$ cat config.mk
export PLATFORM = sky130hd
export DESIGN_NAME = frame_crc16_check_insert_top
export DESIGN_NICKNAME = d
export VERILOG_FILES = /design/src/sv/fcrc_pkg.sv /design/src/sv/fcrc_proc.sv /design/src/sv/fcrc_queue.sv /design/src/sv/frame_crc16_check_insert_top.sv
export SDC_FILE = /design/constraint.sdc
export NUM_CORES = 1
export LEC_CHECK = 0
export CAP_MARGIN = 5
export CORE_MARGIN = 3
export CORE_UTILIZATION = 40
export DETAILED_ROUTE_END_ITERATION = 6
export DONT_BUFFER_PORTS = 1
export GPL_TIMING_DRIVEN = 0
export REMOVE_ABC_BUFFERS = 1
export SETUP_SLACK_MARGIN = 0.02
export SLEW_MARGIN = 20
export SYNTH_ARGS = -nofsm -noshare
export SYNTH_HDL_FRONTEND = slang
export SYNTH_HIERARCHICAL = 1
export SYNTH_SLANG_ARGS = --single-unit
$ cat constraint.sdc
create_clock -name clk -period 7.4 [get_ports clk]
set_input_delay 0 -clock clk [delete_from_list [all_inputs] [get_ports clk]]
set_output_delay 0 -clock clk [all_outputs]
set_load 0.005 [all_outputs]
$ cat src/sv/fcrc_pkg.sv
package fcrc_pkg;

    localparam logic [15:0] CRC_POLY      = 16'h1021;
    localparam logic [15:0] CRC_TOP       = 16'h8000;
    localparam logic [3:0]  FIRST_COVERED = 4'd7;
    localparam logic [3:0]  SHORT_LIMIT   = 4'd6;
    localparam logic [3:0]  POS_SAT       = 4'd8;

    // result queue geometry; one item can push up to three results
    localparam int QUEUE_DEPTH = 8;
    localparam int PTR_W       = $clog2(QUEUE_DEPTH);
    localparam int CNT_W       = $clog2(QUEUE_DEPTH + 1);
    localparam int MAX_PUSH    = 3;

    typedef enum logic [1:0] {
        STATUS_OK       = 2'd0,
        STATUS_MISMATCH = 2'd1,
        STATUS_SHORT    = 2'd2
    } status_t;

    typedef struct packed {
        logic [7:0] data_byte;
        logic       last_byte;
        logic       mode;
    } in_item_t;

    typedef struct packed {
        logic [7:0] out_byte;
        logic       out_last;
        logic [1:0] status;
    } out_item_t;

    // results handed from the compute stage to the queue
    typedef struct packed {
        logic [1:0]                 cnt;
        out_item_t [MAX_PUSH-1:0]   items;
    } push_t;

    // augmented crc step: table(high byte) ^ (crc << 8) ^ byte
    function automatic logic [15:0] crc_fold(input logic [15:0] crc, input logic [7:0] b);
        logic [15:0] acc;
        logic [15:0] t;
        acc = '0;
        t   = {crc[15:8], 8'h00};
        for (int i = 0; i < 8; i++) begin
            if (((t ^ acc) & CRC_TOP) != 16'h0000)
                acc = {acc[14:0], 1'b0} ^ CRC_POLY;
            else
                acc = {acc[14:0], 1'b0};
            t = {t[14:0], 1'b0};
        end
        return acc ^ {crc[7:0], 8'h00} ^ {8'h00, b};
    endfunction

endpackage

$ cat src/sv/fcrc_proc.sv
module fcrc_proc (
    input  logic              clk,
    input  logic              rst_n,
    input  logic              byte_valid,
    output logic              byte_stall,
    input  fcrc_pkg::in_item_t byte_item,
    input  logic              room,
    output fcrc_pkg::push_t   push
);
    import fcrc_pkg::*;

    logic        s1_valid_reg, s1_valid_next;
    in_item_t    s1_item_reg;
    logic [15:0] crc_reg, crc_next;
    logic [7:0]  held0_reg, held1_reg;
    logic [3:0]  pos_reg, pos_next;
    logic        mode_reg, mode_next;

    logic        advance;
    logic        md;
    logic        emit_old;
    logic [15:0] crc_a;
    logic [7:0]  prev;
    logic [7:0]  lo, hi;
    logic        bad;
    out_item_t   t0, t1;
    logic [1:0]  tn;

    assign advance       = s1_valid_reg && room;
    assign byte_stall    = s1_valid_reg && !room;
    assign s1_valid_next = byte_valid || byte_stall;

    always_comb
    begin
        md       = (pos_reg == 4'd0) ? s1_item_reg.mode : mode_reg;
        mode_next = md;
        emit_old = (pos_reg >= 4'd2);
        crc_a    = (pos_reg >= FIRST_COVERED) ? crc_fold(crc_reg, held0_reg) : crc_reg;
        prev     = held1_reg;
        lo       = crc_a[7:0];
        hi       = crc_a[15:8];
        bad      = (prev != lo) || (s1_item_reg.data_byte != hi);

        // tail results of a frame's final item
        t0 = '0;
        t1 = '0;
        tn = 2'd0;
        if (s1_item_reg.last_byte)
        begin
            if (pos_reg <= SHORT_LIMIT)
            begin
                if (pos_reg >= 4'd1)
                begin
                    t0 = '{out_byte: prev, out_last: 1'b0, status: STATUS_OK};
                    t1 = '{out_byte: s1_item_reg.data_byte, out_last: 1'b1,
                           status: STATUS_SHORT};
                    tn = 2'd2;
                end
                else
                begin
                    t0 = '{out_byte: s1_item_reg.data_byte, out_last: 1'b1,
                           status: STATUS_SHORT};
                    tn = 2'd1;
                end
            end
            else if (md)
            begin
                t0 = '{out_byte: lo, out_last: 1'b0, status: STATUS_OK};
                t1 = '{out_byte: hi, out_last: 1'b1, status: STATUS_OK};
                tn = 2'd2;
            end
            else
            begin
                t0 = '{out_byte: prev, out_last: 1'b0, status: STATUS_OK};
                t1 = '{out_byte: s1_item_reg.data_byte, out_last: 1'b1,
                       status: bad ? STATUS_MISMATCH : STATUS_OK};
                tn = 2'd2;
            end
        end

        push = '0;
        if (advance)
        begin
            if (emit_old)
            begin
                push.items[0] = '{out_byte: held0_reg, out_last: 1'b0, status: STATUS_OK};
                push.items[1] = t0;
                push.items[2] = t1;
                push.cnt      = tn + 2'd1;
            end
            else
            begin
                push.items[0] = t0;
                push.items[1] = t1;
                push.cnt      = tn;
            end
        end

        if (s1_item_reg.last_byte)
        begin
            crc_next = '0;
            pos_next = '0;
        end
        else
        begin
            crc_next = crc_a;
            pos_next = (pos_reg < POS_SAT) ? pos_reg + 4'd1 : pos_reg;
        end
    end

    always_ff @(posedge clk or negedge rst_n)
    begin
        if (!rst_n)
        begin
            s1_valid_reg <= 1'b0;
            crc_reg      <= '0;
            held0_reg    <= '0;
            held1_reg    <= '0;
            pos_reg      <= '0;
            mode_reg     <= 1'b0;
        end
        else
        begin
            s1_valid_reg <= s1_valid_next;
            if (advance)
            begin
                crc_reg   <= crc_next;
                held0_reg <= held1_reg;
                held1_reg <= s1_item_reg.data_byte;
                pos_reg   <= pos_next;
                mode_reg  <= mode_next;
            end
        end
    end

    always_ff @(posedge clk)
    begin
        if (!byte_stall)
            s1_item_reg <= byte_item;
    end

    // the frame counter restarts after every final item
    a_pos_restart: assert property (@(posedge clk) disable iff (!rst_n)
        advance && s1_item_reg.last_byte |=> pos_reg == 4'd0)
        else $error("byte position not cleared at frame end");

    // a frame position never exceeds the saturation point
    a_pos_sat: assert property (@(posedge clk) disable iff (!rst_n)
        pos_reg <= POS_SAT)
        else $error("byte position out of range");

    // a waiting item stays in the input register while the input is stalled
    a_item_held: assert property (@(posedge clk) disable iff (!rst_n)
        byte_stall |=> $stable(s1_item_reg))
        else $error("held item changed under stall");

endmodule

$ cat src/sv/fcrc_queue.sv
module fcrc_queue (
    input  logic               clk,
    input  logic               rst_n,
    input  fcrc_pkg::push_t    push,
    output logic               room,
    output logic               res_valid,
    input  logic               res_stall,
    output fcrc_pkg::out_item_t res_item
);
    import fcrc_pkg::*;

    out_item_t            mem_reg [QUEUE_DEPTH];
    logic [PTR_W-1:0]     wr_ptr_reg, wr_ptr_next;
    logic [PTR_W-1:0]     rd_ptr_reg, rd_ptr_next;
    logic [CNT_W-1:0]     count_reg, count_next;
    logic                 pop;

    assign res_valid = (count_reg != '0);
    assign res_item  = mem_reg[rd_ptr_reg];
    assign pop       = res_valid && !res_stall;
    // room for a full burst of results regardless of this cycle's pop
    assign room      = (count_reg <= CNT_W'(QUEUE_DEPTH - MAX_PUSH));

    always_comb
    begin
        wr_ptr_next = wr_ptr_reg + PTR_W'(push.cnt);
        rd_ptr_next = rd_ptr_reg + PTR_W'(pop);
        count_next  = count_reg + CNT_W'(push.cnt) - CNT_W'(pop);
    end

    always_ff @(posedge clk or negedge rst_n)
    begin
        if (!rst_n)
        begin
            wr_ptr_reg <= '0;
            rd_ptr_reg <= '0;
            count_reg  <= '0;
        end
        else
        begin
            wr_ptr_reg <= wr_ptr_next;
            rd_ptr_reg <= rd_ptr_next;
            count_reg  <= count_next;
        end
    end

    always_ff @(posedge clk)
    begin
        for (int k = 0; k < MAX_PUSH; k++)
        begin
            if (2'(k) < push.cnt)
                mem_reg[wr_ptr_reg + PTR_W'(k)] <= push.items[k];
        end
    end

    a_no_overflow: assert property (@(posedge clk) disable iff (!rst_n)
        count_reg <= CNT_W'(QUEUE_DEPTH))
        else $error("result queue overflow");

    a_push_needs_room: assert property (@(posedge clk) disable iff (!rst_n)
        push.cnt != 2'd0 |-> room)
        else $error("results pushed without room");

    // a stalled result stays offered and unchanged
    a_res_held: assert property (@(posedge clk) disable iff (!rst_n)
        res_valid && res_stall |=> res_valid && $stable(res_item))
        else $error("stalled result changed");

endmodule

$ cat src/sv/frame_crc16_check_insert_top.sv
// flow: an accepted item is captured in the input register at its accepting edge and
// its results go to the result queue when it advances with room there; a data byte
// waits in the holding registers until two later items or the frame's end push it
// throughput: one item per cycle sustained; the input stalls only while the eight-entry
// result queue holds more than five results, room for the three of a final item
// reset: rst_n asynchronous active low clears crc, byte position, mode and queue
module frame_crc16_check_insert_top (
    input  logic                clk,
    input  logic                rst_n,
    input  logic                byte_valid,
    output logic                byte_stall,
    input  fcrc_pkg::in_item_t  byte_item,
    output logic                res_valid,
    input  logic                res_stall,
    output fcrc_pkg::out_item_t res_item
);
    import fcrc_pkg::*;

    push_t push;
    logic  room;

    fcrc_proc u_proc (
        .clk        (clk),
        .rst_n      (rst_n),
        .byte_valid (byte_valid),
        .byte_stall (byte_stall),
        .byte_item  (byte_item),
        .room       (room),
        .push       (push)
    );

    fcrc_queue u_queue (
        .clk       (clk),
        .rst_n     (rst_n),
        .push      (push),
        .room      (room),
        .res_valid (res_valid),
        .res_stall (res_stall),
        .res_item  (res_item)
    );

endmodule
==> summary.md <==
| Metric | Value |
|---|---|
| Power Total | `0.00500 W` |
| Final period util | `between 70% and 80%` |
| Maximum VDD drop | `roughly 0.31 mV` |
| DRT Pass-1 Iters | `6` |
| R2r setup slk | `1820 ps` |
| Initial drt markers | `~1000` |
| F_max | `about 180 MHz` |
| Worst setup path start | `u_queue/count_reg[3]` |
| Filler cells | `2300` |
| MaxCap Viol Count | `0` |
| Top cells by area, synth | `edfxtp_1, dfrtp_1, nand2_1` |
| Global placer's final weighted congestion | `0.849` |
| Final Instance Count excl. Fillers | `between 1000 and 1500` |
| Core Area | `24600 µm²` |
| Top cell by count, worst path | `nand2_1` |
| Top post-synthesis cells by count | `nand2_1, o21ai_0, edfxtp_1` |
| Final ANT Viol Nets | `0` |
| CTS resizes | `0` |
| Relative slew slack | `19.1%` |
| Startpoint Class | `flip-flop` |
| TritonCTS clock tree | `done` |
| Status | `finished, final reports clean` |
| Share of power burned in registers | `a little under a third` |
| Synthesized area | `10100 µm²` |
| Top_reg_cell synth | `edfxtp_1` |
| Post-CTS Setup Bufs | `0` |
| Yosys Warn Count | `6` |
| Port Buffers | `0` |
| Die width | `~170 µm` |
| Vias in the first global route | `7992` |
| Crit end category | `flip-flop` |
| Cts bufs inserted | `17` |
| Largest net degree at the start of global routing | `57` |
| Sequential share of the synthesized area | `40.9%` |
| Post-synth top area share | `29.1%` |
| Area of the multi-input gates | `5450 µm²` |
| Io pins | `27` |
| Placed Cells | `1315` |
| Sw Pwr | `0.00230 W` |
| Layout Skew | `7.30 ps` |
| Initial Utilization | `41.2%` |
| Tightest Pin Transition | `~1200 ps` |
| Die Ht | `about 170 µm` |
| CTS Sinks | `between 100 and 150` |
| Share of layout cells above drive strength 1 | `10.0%` |
| Clk pwr share | `17.8%` |
| Final Setup Violations | `0` |
| Crit Reg-Reg Startpoint | `u_queue/count_reg[3]` |
| Register Area | `about 4100 µm²` |
| Most frequent cell after synthesis | `nand2_1` |
| Post-Route WL | `31.3 mm` |
| Required @ worst endpoint | `around 7500 ps` |
| RSZ-0062 raised after global routing | `false` |
| Max FFs per register | `88` |
| Crit path time final | `~5600 ps` |
| Std cell rows | `57` |
| Worst path slowest cell | `o22ai_2` |
| Routed length per instance | `23.0 µm` |
| Post-synth EDFFs | `slightly below 100` |
| Worst-Skew Late Latency | `430 ps` |
| Nets | `1057` |
| DP HPWL | `19.7 mm` |
| Syn avg cell area | `9.29 µm²` |
| ANT cells | `0` |
| Hold Path Class | `in -> async` |
| Post-layout util | `45.4%` |
| Area leader, netlist | `edfxtp_1` |
| GRT Util Overall | `23.3%` |
| Global-route wire length before repair | `roughly 48 mm` |
| Initial antenna violation count | `0` |
| H-tree depth | `4` |
| DIE AREA | `27300 µm²` |
| Yosys cell types | `71` |
| Mapped Cells | `1090` |
| Via Count | `8628` |
| Crit path DAT | `5730 ps` |
| DRC errors left | `0` |
| Comb power frac | `52.3%` |
| Async S/R FF share, synth | `32.9%` |
| WS Path Type | `reg -> reg` |
| Leakage power | `3.85 nW` |
| Largest stage delay, worst path | `960 ps` |
| Final-report hold violation count | `0` |
| Clk buf depth | `2` |
| Seq cells post-synth | `between 100 and 150` |
| Clock root buffer | `clkbuf_16` |
| Cell-internal power | `0.00270 W` |
| Via/cell ratio | `6.34` |
| Slew Limit Fails | `0` |
| Gr ovfl total | `0` |
| Switching share of power | `roughly 46%` |
| Crit-path cells | `inv_1 -> ha_1 -> nand2_1 -> a22oi_1 -> and2_1 -> nand2_1 -> a21oi_4 -> buf_16 -> nand3b_1 -> o22ai_2 -> buf_6` |
| Layout Area Growth over Synthesis | `10.3%` |
| Crit-path max FO | `31` |
| Worst-path clk slew | `60 ps` |
| Power Density | `~450 nW/µm²` |
-- what timing repair did --
| item | CTS | global route |
|---|---|---|
| setup endpoints to repair | 0 | 0 |
| hold buffers | 14 | 0 |
| hold endpoints to repair | 60 | 0 |
-- power by group through the flow --
stage                     Combinational, W  Sequential [W]  Clock (W)
after CTS                          0.00257         0.00150   0.000903
final                              0.00261         0.00150   0.000889
after global routing               0.00282         0.00153   0.000939
after detailed placement           0.00255         0.00151          0
after global placement             0.00218         0.00150          0
after floorplan                    0.00155         0.00139          0
-- worst paths after layout --
check                                             end  cells past startpoint
worst max-delay path            u_queue/mem_reg[7][3]                     11
worst min-delay path              u_proc/s1_valid_reg                      2
worst max register to register  u_queue/mem_reg[7][3]                     11
worst min register to register        u_proc/mode_reg                      2
min in group clk                u_proc/s1_item_reg[6]                      1
max in group asynchronous       u_queue/rd_ptr_reg[0]                      2
-- area by class of cell --
cell class | count | area share [%]
multi-input cells | 803 | 48.8
flip-flops and latches | 146 | 37.1
repair buffers | 34 | 4.39
clock buffers | 18 | 3.84
well taps | 324 | 3.63
clock inverters | 13 | 1.46
inverters | 22 | 0.739
-- layer usage --
layer,up-vias,track usage (%),part of all wire (%)
met3,90,4.91,9.3
li1,3908,-,-
met4,0,9.87,4.2
met1,4113,31.6,41
met2,517,36.3,45
met5,-,0,0
-- critical path, delay by kind of cell (launching register included) --
| family | cells | cell delay [ps] |
|---|---|---|
| adders and majority gates | 1 | 160 |
| DFF | 1 | 370 |
| buffers and inverters | 3 | 540 |
| and+or+nand+nor | 4 | 2140 |
| AOI/OAI and AO/OA | 3 | 2040 |
-- kinds of logic (layout without fill, tap and decap cells) --
kind of cell	count (synthesis)	after routing	synth area share, %
AO/OA/AOI/OAI	285	285	16.4
XOR/XNOR	51	51	5.10
adder cells (fa/ha/maj)	20	20	2.59
buffers and inverters	142	87	6.54
flip-flops	146	146	40.9
multiplexers	44	44	8.13
other	1	2	0.0370
AND/OR/NAND/NOR	401	401	20.3
-- stage by stage --
step / setup slack, ps / TNS [ps] / hold WS, ps / area (µm²)
6_report: 1820 / 0 / 104 / 11200
5_1_grt: 1600 / 0 / 114 / 11200
4_1_cts: 2010 / 0 / 113 / 11200
3_5_place_dp: 2020 / 0 / -294 / 10400
3_3_place_gp: -1940 / -193730 / -293 / 9960
2_1_floorplan: 1750 / 0 / -296 / 9550
-- layout by cell type (no fill, tap or decap), drive strengths merged, types with 18 or more instances in the layout --
cell type	Yosys	routed
buf	63	21
o21ai	125	125
nand2	189	189
clkbuf	57	18
a31oi	92	92
inv	22	23
nor3	91	91
and4b	22	22
a21oi	25	25
dfrtp	48	48
mux4	22	22
edfxtp	98	98
nor2	27	27
xnor2	34	34
Note: power is estimated with default switching activity, not from simulation.
